### src/rtl/core/sfr_pkg.sv
`timescale 1ns / 1ps
// ----------------------------------------------------------------------------
// Stuffed frame receiver package
// Shared constants, codes and word types for the deframer.
// ----------------------------------------------------------------------------
package sfr_pkg;

  localparam int MAX_LEN = 31;

  localparam logic [7:0]  END_BYTE       = 8'hA8;
  localparam logic [7:0]  ESC_BYTE       = 8'hA9;
  localparam logic [7:0]  ESC_MASK       = 8'h20;
  localparam logic [15:0] BROADCAST_ADDR = 16'hFFFE;
  localparam int          MIN_FRAME      = 4;
  localparam int          HDR_DEPTH      = 5;
  localparam int          CNT_W          = 6;

  localparam int QUEUE_DEPTH = 2;
  localparam int QPTR_W      = $clog2(QUEUE_DEPTH);
  localparam int QCNT_W      = $clog2(QUEUE_DEPTH + 1);

  localparam int APB_DATA_W = 32;
  localparam int APB_ADDR_W = 3;
  localparam logic REG_DEVICE_ADDR = 1'b0;

  typedef enum logic {
    KIND_DATA,
    KIND_END
  } sfr_kind_e;

  typedef struct packed {
    sfr_kind_e  kind;
    logic [7:0] value;
    logic       busy;
  } sfr_word_t;

  typedef struct packed {
    logic      push;
    sfr_word_t word;
  } sfr_push_t;

  typedef struct packed {
    logic      empty;
    sfr_word_t word;
  } sfr_head_t;

endpackage

### src/rtl/core/sfr_if.sv
`timescale 1ns / 1ps
// ----------------------------------------------------------------------------
// Stuffed frame receiver channels
// Valid/ready channels for received bytes and decoded commands.
// ----------------------------------------------------------------------------
interface sfr_rx_if;
  logic       valid;
  logic       ready;
  logic [7:0] rx_byte;
  logic       actuator_busy;

  modport source (output valid, rx_byte, actuator_busy, input ready);
  modport sink   (input valid, rx_byte, actuator_busy, output ready);
endinterface

interface sfr_res_if;
  logic        valid;
  logic        ready;
  logic        frame_status;
  logic [7:0]  command_code;
  logic [15:0] aux_value;

  modport source (output valid, frame_status, command_code, aux_value, input ready);
  modport sink   (input valid, frame_status, command_code, aux_value, output ready);
endinterface

### src/rtl/core/sfr_front.sv
`timescale 1ns / 1ps
// ----------------------------------------------------------------------------
// Stuffed frame receiver front end
// Accepts raw bytes, strips escapes and queues data and end words.
// ----------------------------------------------------------------------------
module sfr_front (
  input  logic               clk_i,
  input  logic               rst_ni,
  sfr_rx_if.sink             rx_i,
  input  logic               full_i,
  output sfr_pkg::sfr_push_t push_o
);
  import sfr_pkg::*;

  logic esc_q, esc_d;
  logic accept;
  logic is_end, is_esc;

  assign rx_i.ready = !full_i;
  assign accept     = rx_i.valid && rx_i.ready;
  assign is_end     = (rx_i.rx_byte == END_BYTE);
  assign is_esc     = (rx_i.rx_byte == ESC_BYTE);

  always_comb begin
    esc_d = esc_q;
    if (accept && is_esc) begin
      esc_d = 1'b1;
    end else if (accept && !is_end) begin
      esc_d = 1'b0;
    end
  end

  always_comb begin
    push_o.push       = accept && !is_esc;
    push_o.word.kind  = is_end ? KIND_END : KIND_DATA;
    push_o.word.value = rx_i.rx_byte | (esc_q ? ESC_MASK : 8'h00);
    push_o.word.busy  = rx_i.actuator_busy;
  end

  always_ff @(posedge clk_i or negedge rst_ni) begin
    if (!rst_ni) begin
      esc_q <= 1'b0;
    end else begin
      esc_q <= esc_d;
    end
  end

endmodule

### src/rtl/core/sfr_queue.sv
`timescale 1ns / 1ps
// ----------------------------------------------------------------------------
// Stuffed frame receiver word queue
// Short queue between the front end and the frame checker.
// ----------------------------------------------------------------------------
module sfr_queue (
  input  logic               clk_i,
  input  logic               rst_ni,
  input  sfr_pkg::sfr_push_t push_i,
  input  logic               pop_i,
  output logic               full_o,
  output sfr_pkg::sfr_head_t head_o
);
  import sfr_pkg::*;

  sfr_word_t           mem_q [QUEUE_DEPTH];
  logic [QPTR_W-1:0]   wr_ptr_q, rd_ptr_q;
  logic [QCNT_W-1:0]   cnt_q, cnt_d;
  logic                do_pop;

  assign full_o       = (cnt_q == QCNT_W'(QUEUE_DEPTH));
  assign head_o.empty = (cnt_q == '0);
  assign head_o.word  = mem_q[rd_ptr_q];
  assign do_pop       = pop_i && !head_o.empty;

  always_comb begin
    cnt_d = cnt_q;
    if (push_i.push && !do_pop) begin
      cnt_d = cnt_q + QCNT_W'(1);
    end else if (!push_i.push && do_pop) begin
      cnt_d = cnt_q - QCNT_W'(1);
    end
  end

  always_ff @(posedge clk_i) begin
    if (push_i.push) begin
      mem_q[wr_ptr_q] <= push_i.word;
    end
  end

  always_ff @(posedge clk_i or negedge rst_ni) begin
    if (!rst_ni) begin
      wr_ptr_q <= '0;
      rd_ptr_q <= '0;
      cnt_q    <= '0;
    end else begin
      cnt_q <= cnt_d;
      if (push_i.push) begin
        wr_ptr_q <= (wr_ptr_q == QPTR_W'(QUEUE_DEPTH - 1)) ? '0 : wr_ptr_q + QPTR_W'(1);
      end
      if (do_pop) begin
        rd_ptr_q <= (rd_ptr_q == QPTR_W'(QUEUE_DEPTH - 1)) ? '0 : rd_ptr_q + QPTR_W'(1);
      end
    end
  end

endmodule

### src/rtl/core/sfr_back.sv
`timescale 1ns / 1ps
// ----------------------------------------------------------------------------
// Stuffed frame receiver back end
// Stores header bytes, keeps count and checksum, and emits commands.
// ----------------------------------------------------------------------------
module sfr_back (
  input  logic               clk_i,
  input  logic               rst_ni,
  input  sfr_pkg::sfr_head_t head_i,
  input  logic [15:0]        device_address_i,
  output logic               pop_o,
  sfr_res_if.source          res_o
);
  import sfr_pkg::*;

  logic [7:0]       hdr_q [HDR_DEPTH];
  logic [7:0]       hdr_d [HDR_DEPTH];
  logic [CNT_W-1:0] cnt_q, cnt_d;
  logic [7:0]       xor_q, xor_d;
  logic             vld_q, vld_d;
  logic             status_q, status_d;
  logic [7:0]       cmd_q, cmd_d;
  logic [15:0]      aux_q, aux_d;
  logic             take;
  logic [15:0]      addr;
  logic             frame_ok;

  assign pop_o = !vld_q || res_o.ready;
  assign take  = pop_o && !head_i.empty;
  assign addr  = {hdr_q[0], hdr_q[1]};

  assign frame_ok = (cnt_q >= CNT_W'(MIN_FRAME)) && (xor_q == 8'h00)
                    && ((addr == BROADCAST_ADDR) || (addr == device_address_i));

  always_comb begin
    hdr_d    = hdr_q;
    cnt_d    = cnt_q;
    xor_d    = xor_q;
    vld_d    = vld_q && !res_o.ready;
    status_d = status_q;
    cmd_d    = cmd_q;
    aux_d    = aux_q;
    if (take) begin
      case (head_i.word.kind)
        KIND_END: begin
          if (frame_ok) begin
            vld_d    = 1'b1;
            status_d = head_i.word.busy;
            cmd_d    = hdr_q[2];
            aux_d    = {hdr_q[3], hdr_q[4]};
          end
          cnt_d = '0;
          xor_d = '0;
        end
        KIND_DATA: begin
          if (cnt_q <= CNT_W'(MAX_LEN)) begin
            for (int i = 0; i < HDR_DEPTH; i++) begin
              if (cnt_q == CNT_W'(i)) begin
                hdr_d[i] = head_i.word.value;
              end
            end
            xor_d = xor_q ^ head_i.word.value;
            cnt_d = cnt_q + CNT_W'(1);
          end
        end
        default: begin
          cnt_d = cnt_q;
        end
      endcase
    end
  end

  assign res_o.valid        = vld_q;
  assign res_o.frame_status = status_q;
  assign res_o.command_code = cmd_q;
  assign res_o.aux_value    = aux_q;

  always_ff @(posedge clk_i) begin
    status_q <= status_d;
    cmd_q    <= cmd_d;
    aux_q    <= aux_d;
  end

  always_ff @(posedge clk_i or negedge rst_ni) begin
    if (!rst_ni) begin
      for (int i = 0; i < HDR_DEPTH; i++) begin
        hdr_q[i] <= '0;
      end
      cnt_q <= '0;
      xor_q <= '0;
      vld_q <= 1'b0;
    end else begin
      hdr_q <= hdr_d;
      cnt_q <= cnt_d;
      xor_q <= xor_d;
      vld_q <= vld_d;
    end
  end

endmodule

### src/rtl/core/stuffed_frame_receiver.sv
`timescale 1ns / 1ps
// ----------------------------------------------------------------------------
// Stuffed frame receiver
// Deframes a byte-stuffed command stream and emits checked commands.
// ----------------------------------------------------------------------------
//  port    | dir | words
//  rx_i    | in  | received byte plus actuator busy flag
//  res_o   | out | frame status, command code, aux value
//  apb     | in  | device address register at byte 0
//
//  One byte per cycle while the result channel drains.
//  A command passes the queue, then the output register, after its end byte.
//  Reset clears the escape flag, queue, header, count, checksum, result valid and device address.
//  A stalled result holds the back end; the two-word queue then fills and
//  drops rx_i.ready.
// ----------------------------------------------------------------------------
module stuffed_frame_receiver (
  input  logic                             clk_i,
  input  logic                             rst_ni,
  sfr_rx_if.sink                           rx_i,
  sfr_res_if.source                        res_o,
  input  logic                             psel,
  input  logic                             penable,
  input  logic                             pwrite,
  input  logic [sfr_pkg::APB_ADDR_W-1:0]   paddr,
  input  logic [sfr_pkg::APB_DATA_W-1:0]   pwdata,
  output logic [sfr_pkg::APB_DATA_W-1:0]   prdata,
  output logic                             pready
);
  import sfr_pkg::*;

  logic [15:0] dev_addr_q;
  sfr_push_t   push;
  sfr_head_t   head;
  logic        full;
  logic        pop;
  logic        reg_sel;

  assign pready  = 1'b1;
  assign reg_sel = (paddr[APB_ADDR_W-1] == REG_DEVICE_ADDR);
  assign prdata  = reg_sel ? {{(APB_DATA_W-16){1'b0}}, dev_addr_q} : '0;

  always_ff @(posedge clk_i or negedge rst_ni) begin
    if (!rst_ni) begin
      dev_addr_q <= '0;
    end else if (psel && penable && pwrite && pready && reg_sel) begin
      dev_addr_q <= pwdata[15:0];
    end
  end

  sfr_front u_front (
    .clk_i  (clk_i),
    .rst_ni (rst_ni),
    .rx_i   (rx_i),
    .full_i (full),
    .push_o (push)
  );

  sfr_queue u_queue (
    .clk_i  (clk_i),
    .rst_ni (rst_ni),
    .push_i (push),
    .pop_i  (pop),
    .full_o (full),
    .head_o (head)
  );

  sfr_back u_back (
    .clk_i            (clk_i),
    .rst_ni           (rst_ni),
    .head_i           (head),
    .device_address_i (dev_addr_q),
    .pop_o            (pop),
    .res_o            (res_o)
  );

endmodule

### src/flat_wrapper.sv
// flat-port wrapper written by rule: the top's interface ports become plain ports
module stuffed_frame_receiver_flat import sfr_pkg::*;
  (clk_i, rst_ni, psel, penable, pwrite, paddr, pwdata, prdata, pready, rx_i_valid, rx_i_rx_byte, rx_i_actuator_busy, rx_i_ready, res_o_valid, res_o_frame_status, res_o_command_code, res_o_aux_value, res_o_ready);
  sfr_rx_if rx_i_i ();
  sfr_res_if res_o_i ();
  input  logic clk_i;
  input  logic rst_ni;
  input  logic psel;
  input  logic penable;
  input  logic pwrite;
  input  logic [sfr_pkg::APB_ADDR_W-1:0] paddr;
  input  logic [sfr_pkg::APB_DATA_W-1:0] pwdata;
  output logic [sfr_pkg::APB_DATA_W-1:0] prdata;
  output logic pready;
  input wire logic [$bits(rx_i_i.valid)-1:0] rx_i_valid;
  input wire logic [$bits(rx_i_i.rx_byte)-1:0] rx_i_rx_byte;
  input wire logic [$bits(rx_i_i.actuator_busy)-1:0] rx_i_actuator_busy;
  output wire logic [$bits(rx_i_i.ready)-1:0] rx_i_ready;
  output wire logic [$bits(res_o_i.valid)-1:0] res_o_valid;
  output wire logic [$bits(res_o_i.frame_status)-1:0] res_o_frame_status;
  output wire logic [$bits(res_o_i.command_code)-1:0] res_o_command_code;
  output wire logic [$bits(res_o_i.aux_value)-1:0] res_o_aux_value;
  input wire logic [$bits(res_o_i.ready)-1:0] res_o_ready;
  assign rx_i_i.valid = rx_i_valid;
  assign rx_i_i.rx_byte = rx_i_rx_byte;
  assign rx_i_i.actuator_busy = rx_i_actuator_busy;
  assign rx_i_ready = rx_i_i.ready;
  assign res_o_valid = res_o_i.valid;
  assign res_o_frame_status = res_o_i.frame_status;
  assign res_o_command_code = res_o_i.command_code;
  assign res_o_aux_value = res_o_i.aux_value;
  assign res_o_i.ready = res_o_ready;
  stuffed_frame_receiver u_core (.clk_i(clk_i), .rst_ni(rst_ni), .rx_i(rx_i_i), .res_o(res_o_i), .psel(psel), .penable(penable), .pwrite(pwrite), .paddr(paddr), .pwdata(pwdata), .prdata(prdata), .pready(pready));
endmodule
### config.mk
export PLATFORM = sky130hd
export DESIGN_NAME = stuffed_frame_receiver_flat
export DESIGN_NICKNAME = d
export VERILOG_FILES = /design/src/rtl/core/sfr_pkg.sv /design/src/rtl/core/sfr_if.sv /design/src/rtl/core/sfr_front.sv /design/src/rtl/core/sfr_queue.sv /design/src/rtl/core/sfr_back.sv /design/src/rtl/core/stuffed_frame_receiver.sv /design/src/flat_wrapper.sv
export SDC_FILE = /design/constraint.sdc
export NUM_CORES = 1
export LEC_CHECK = 0
export ABC_AREA = 1
export BUFFER_PORTS_ARGS = -buffer_cell sky130_fd_sc_hd__buf_2
export CORE_UTILIZATION = 25
export CTS_CLUSTER_DIAMETER = 120
export DETAILED_ROUTE_END_ITERATION = 8
export PLACE_DENSITY_LB_ADDON = 0.05
export SLEW_MARGIN = 20
export SYNTH_ARGS = -nofsm -noshare
export SYNTH_HDL_FRONTEND = slang
export SYNTH_SLANG_ARGS = --single-unit
### constraint.sdc
create_clock -name clk_i -period 2.1 [get_ports clk_i]
set_input_delay 0.525 -clock clk_i [delete_from_list [all_inputs] [get_ports clk_i]]
set_output_delay 0.525 -clock clk_i [all_outputs]
set_load 0.01 [all_outputs]
==> results.toml <==
[sta]
post-route-period-util_pct = 87.0
slew_violations = 0
fmax_mhz = 547
slew_headroom_pct = 37.5
worst_pin_slew_ns = 0.935
rsz0062_at_grt = "false"
period_needed_ns = 1.83
timing.final.ws_setup_ns = 0.272
fin_worst_skew_ns = 0.00834
hold_viol = 0
finalSetupViolations = 0

[synth]
synth_compound_area_share_pct = 6.94
synth-main-ff-cell = "dfrtp_1"
yosys_warnings = 0
synth-edff-count = 45
synthMuxAreaShare_pct = 0
ys_ff_latch = 121
synth_top_family_by_area = "simple AND/OR/NAND/NOR gates"
synth_cells = 550
synthXorXnorAreaFrac_pct = 2.47
syn_area_per_cell_um2 = 9.67
synth_area_um2 = 5320
yosys.area_share.simple_pct = 20.3
yosysUniqueCellTypes = 31
async_flop_share_pct = 62.8
synth_seq_area_share_pct = 61.2
synth-adder-area-share_pct = 1.18

[clock_tree]
cts_setup_buffers = 0
postCtsHoldBufs = 0
cts.repair.resized = 0
cts_sinks = 121
cts-root-buf = "clkbuf_16"
worstSkewPairLatency_ns = 0.41
cts_buffer_depth = 2
clkTransAtPathRegs_ns = 0.06
numCtsBuffers = 17
cts_tree = "built"
h-tree-depth = 4

[setup_path]
arrival_ns = 1.86
path_class = "flop to flop"
critPathLaunchType = "flop"
crit_required_ns = 2.13
end_kind = "flop"
cp_max_fo = 10

[route]
post_drt_wl_per_cell_um = 13.5
vias = 3838
final_antenna_net_count = 0
firstDrtPassIters = 4
drtIter0Drc = 124
vias_per_cell = 4.11
routed_wl_um = 12600
route.detailed.drc = 0

[floorplan]
placementRows = 52
die_h_um = 148
ios = 111
initial_core_util_pct = 25.9
coreArea_um2 = 20600
die_w_um = 148
dieArea_um2 = 21900

[job]
cap_violations = 0

[finish]
antenna_cells = 0
area_growth_pct = 25.3
fill_cells = 2238
multi_input_area_um2 = 1710
fin_area_um2 = 6660
final_cell_mix = "157 x nand2_1, 76 x dfrtp_1, 74 x buf_2"
ff_latch_area_um2 = 3250
nets = 707
drive_gt1_share_pct = 20.6
final_common_cell = "nand2_1"

[placed_design]
port_buffers = 75
dpl-instance-area_um2 = 6090
gp_congestion = 0.728
pre_cts_slack_ns = -0.167
hpwl_um = 8910

[global_route]
gr-usage-all-layers_pct = 12.2
grt_pass1_wl_um = 20100
grt_overflow = 0
antenna_found_initial = 0
grt_pass1_vias = 3791
grt_max_degree = 37

[status]
status = "finished clean"

[pwr]
power.density_nw_per_um2 = 1380
ir_drop_v = 0.000668
leakage_nw = 3.14

[min_path]
min_path_type = "primary input to async pin"
[power breakdown]
part / total (mW) / leakage (nW) / internal [mW] / switching, mW
Combinational: 2.77 / 1.51 / 0.941 / 1.83
Sequential: 3.57 / 1.35 / 3.18 / 0.390
Clock: 2.86 / 0.279 / 1.85 / 1.01
[kinds of logic (layout without fill, tap and decap cells)]
family | Yosys count | count (layout)
adder cells (fa/ha/maj) | 5 | 5
other | 2 | 17
buffers and inverters | 90 | 189
AND/OR/NAND/NOR | 249 | 249
flip-flops | 121 | 121
AO/OA/AOI/OAI | 68 | 68
XOR/XNOR | 15 | 15
[layer usage]
metal  routed length (um)  vias up  track usage [%]
met5                    0        -                0
met4                  211        0             5.72
met3                  372       14             2.41
met2                 6170       62             20.0
met1                 5820     1817             15.4
li1                     -     1945                -
[final timing paths]
path | from | endpoint | slack, ns | depth (start not counted)
worst max register to register | u_core.u_queue.cnt_q[0]$_DFFE_PN0P_ | u_core.u_queue.mem_q[0][9]$_DFFE_PP_ | 0.27 | 4
worst min-delay path | rst_ni | u_core.dev_addr_q[0]$_DFFE_PN0P_ | 0.02 | 1
max in group asynchronous | rst_ni | u_core.u_back.cnt_q[4]$_DFFE_PN0P_ | 1.49 | 2
worst max-delay path | u_core.u_queue.cnt_q[0]$_DFFE_PN0P_ | u_core.u_queue.mem_q[0][9]$_DFFE_PP_ | 0.27 | 4
min in group clk_i | rx_i_actuator_busy | u_core.u_queue.mem_q[1][0]$_DFFE_PP_ | 0.31 | 1
worst min register to register | u_core.u_back.hdr_q[12]$_DFFE_PN0P_ | u_core.u_back.res_o.aux_value[12]$_DFFE_PP_ | 0.44 | 0
[sequential cells by signal, summed over array words and instances (netlist names)]
| signal | flops |
|---|---|
| u_core.u_back.addr | 16 |
| u_core.u_queue.rd_ptr_q | 1 |
| u_core.u_back.cnt_q | 6 |
| u_core.dev_addr_q | 16 |
| u_core.u_back.res_o.frame_status | 1 |
| u_core.u_back.res_o.valid | 1 |
| u_core.u_back.res_o.command_code | 8 |
| u_core.u_back.res_o.aux_value | 16 |
| u_core.u_queue.wr_ptr_q | 1 |
| u_core.u_front.esc_q | 1 |
| u_core.u_back.xor_q | 8 |
| u_core.u_queue.mem_q | 20 |
| u_core.u_back.hdr_q | 24 |
| u_core.u_queue.cnt_q | 2 |
[synthesized netlist by cell type, drive strengths merged (5+ instances only)]
master,count,area [um^2]
edfxtp,45,1350
buf,24,166
nand3,12,85.1
inv,60,225
dfrtp,76,1900
a21oi,19,110
o22ai,11,68.8
ha,5,62.6
xor2,13,114
nor2,57,239
clkbuf,6,22.5
nand2,158,596
o21ai,38,190
nand4,16,100
[critical path: stages, from the launching register on]
cell and delay (ns):
dfrtp_1 0.36, inv_1 0.09, nand2_1 0.10, nand3_1 0.16, nor2_1 0.74
[area by class of cell]
| type | count | share of cell area [%] |
|---|---|---|
| clock buffer | 22 | 6.67 |
| sequential | 121 | 48.8 |
| clock inverter | 10 | 1.90 |
| multi-input combinational | 354 | 25.6 |
| inverter | 60 | 3.38 |
| tap | 270 | 5.07 |
| timing repair buffer | 97 | 8.53 |
[stage by stage]
stage | TNS (ns) | utilization [%] | std cells | hold slack (ns) | total power, mW
final | 0 | 32.4 | 934 | 0.0198 | 9.20
after global routing | 0 | 32.4 | 934 | 0.0438 | 9.87
after CTS | 0 | 32.4 | 934 | 0.0255 | 9.38
after detailed placement | -3.07 | 29.6 | 902 | 0.437 | 6.46
after global placement | -3.11 | 29.6 | 902 | 0.435 | 6.41
after floorplan | 0 | - | 565 | 0.229 | 5.41
Note: power is estimated with default switching activity, not from simulation.
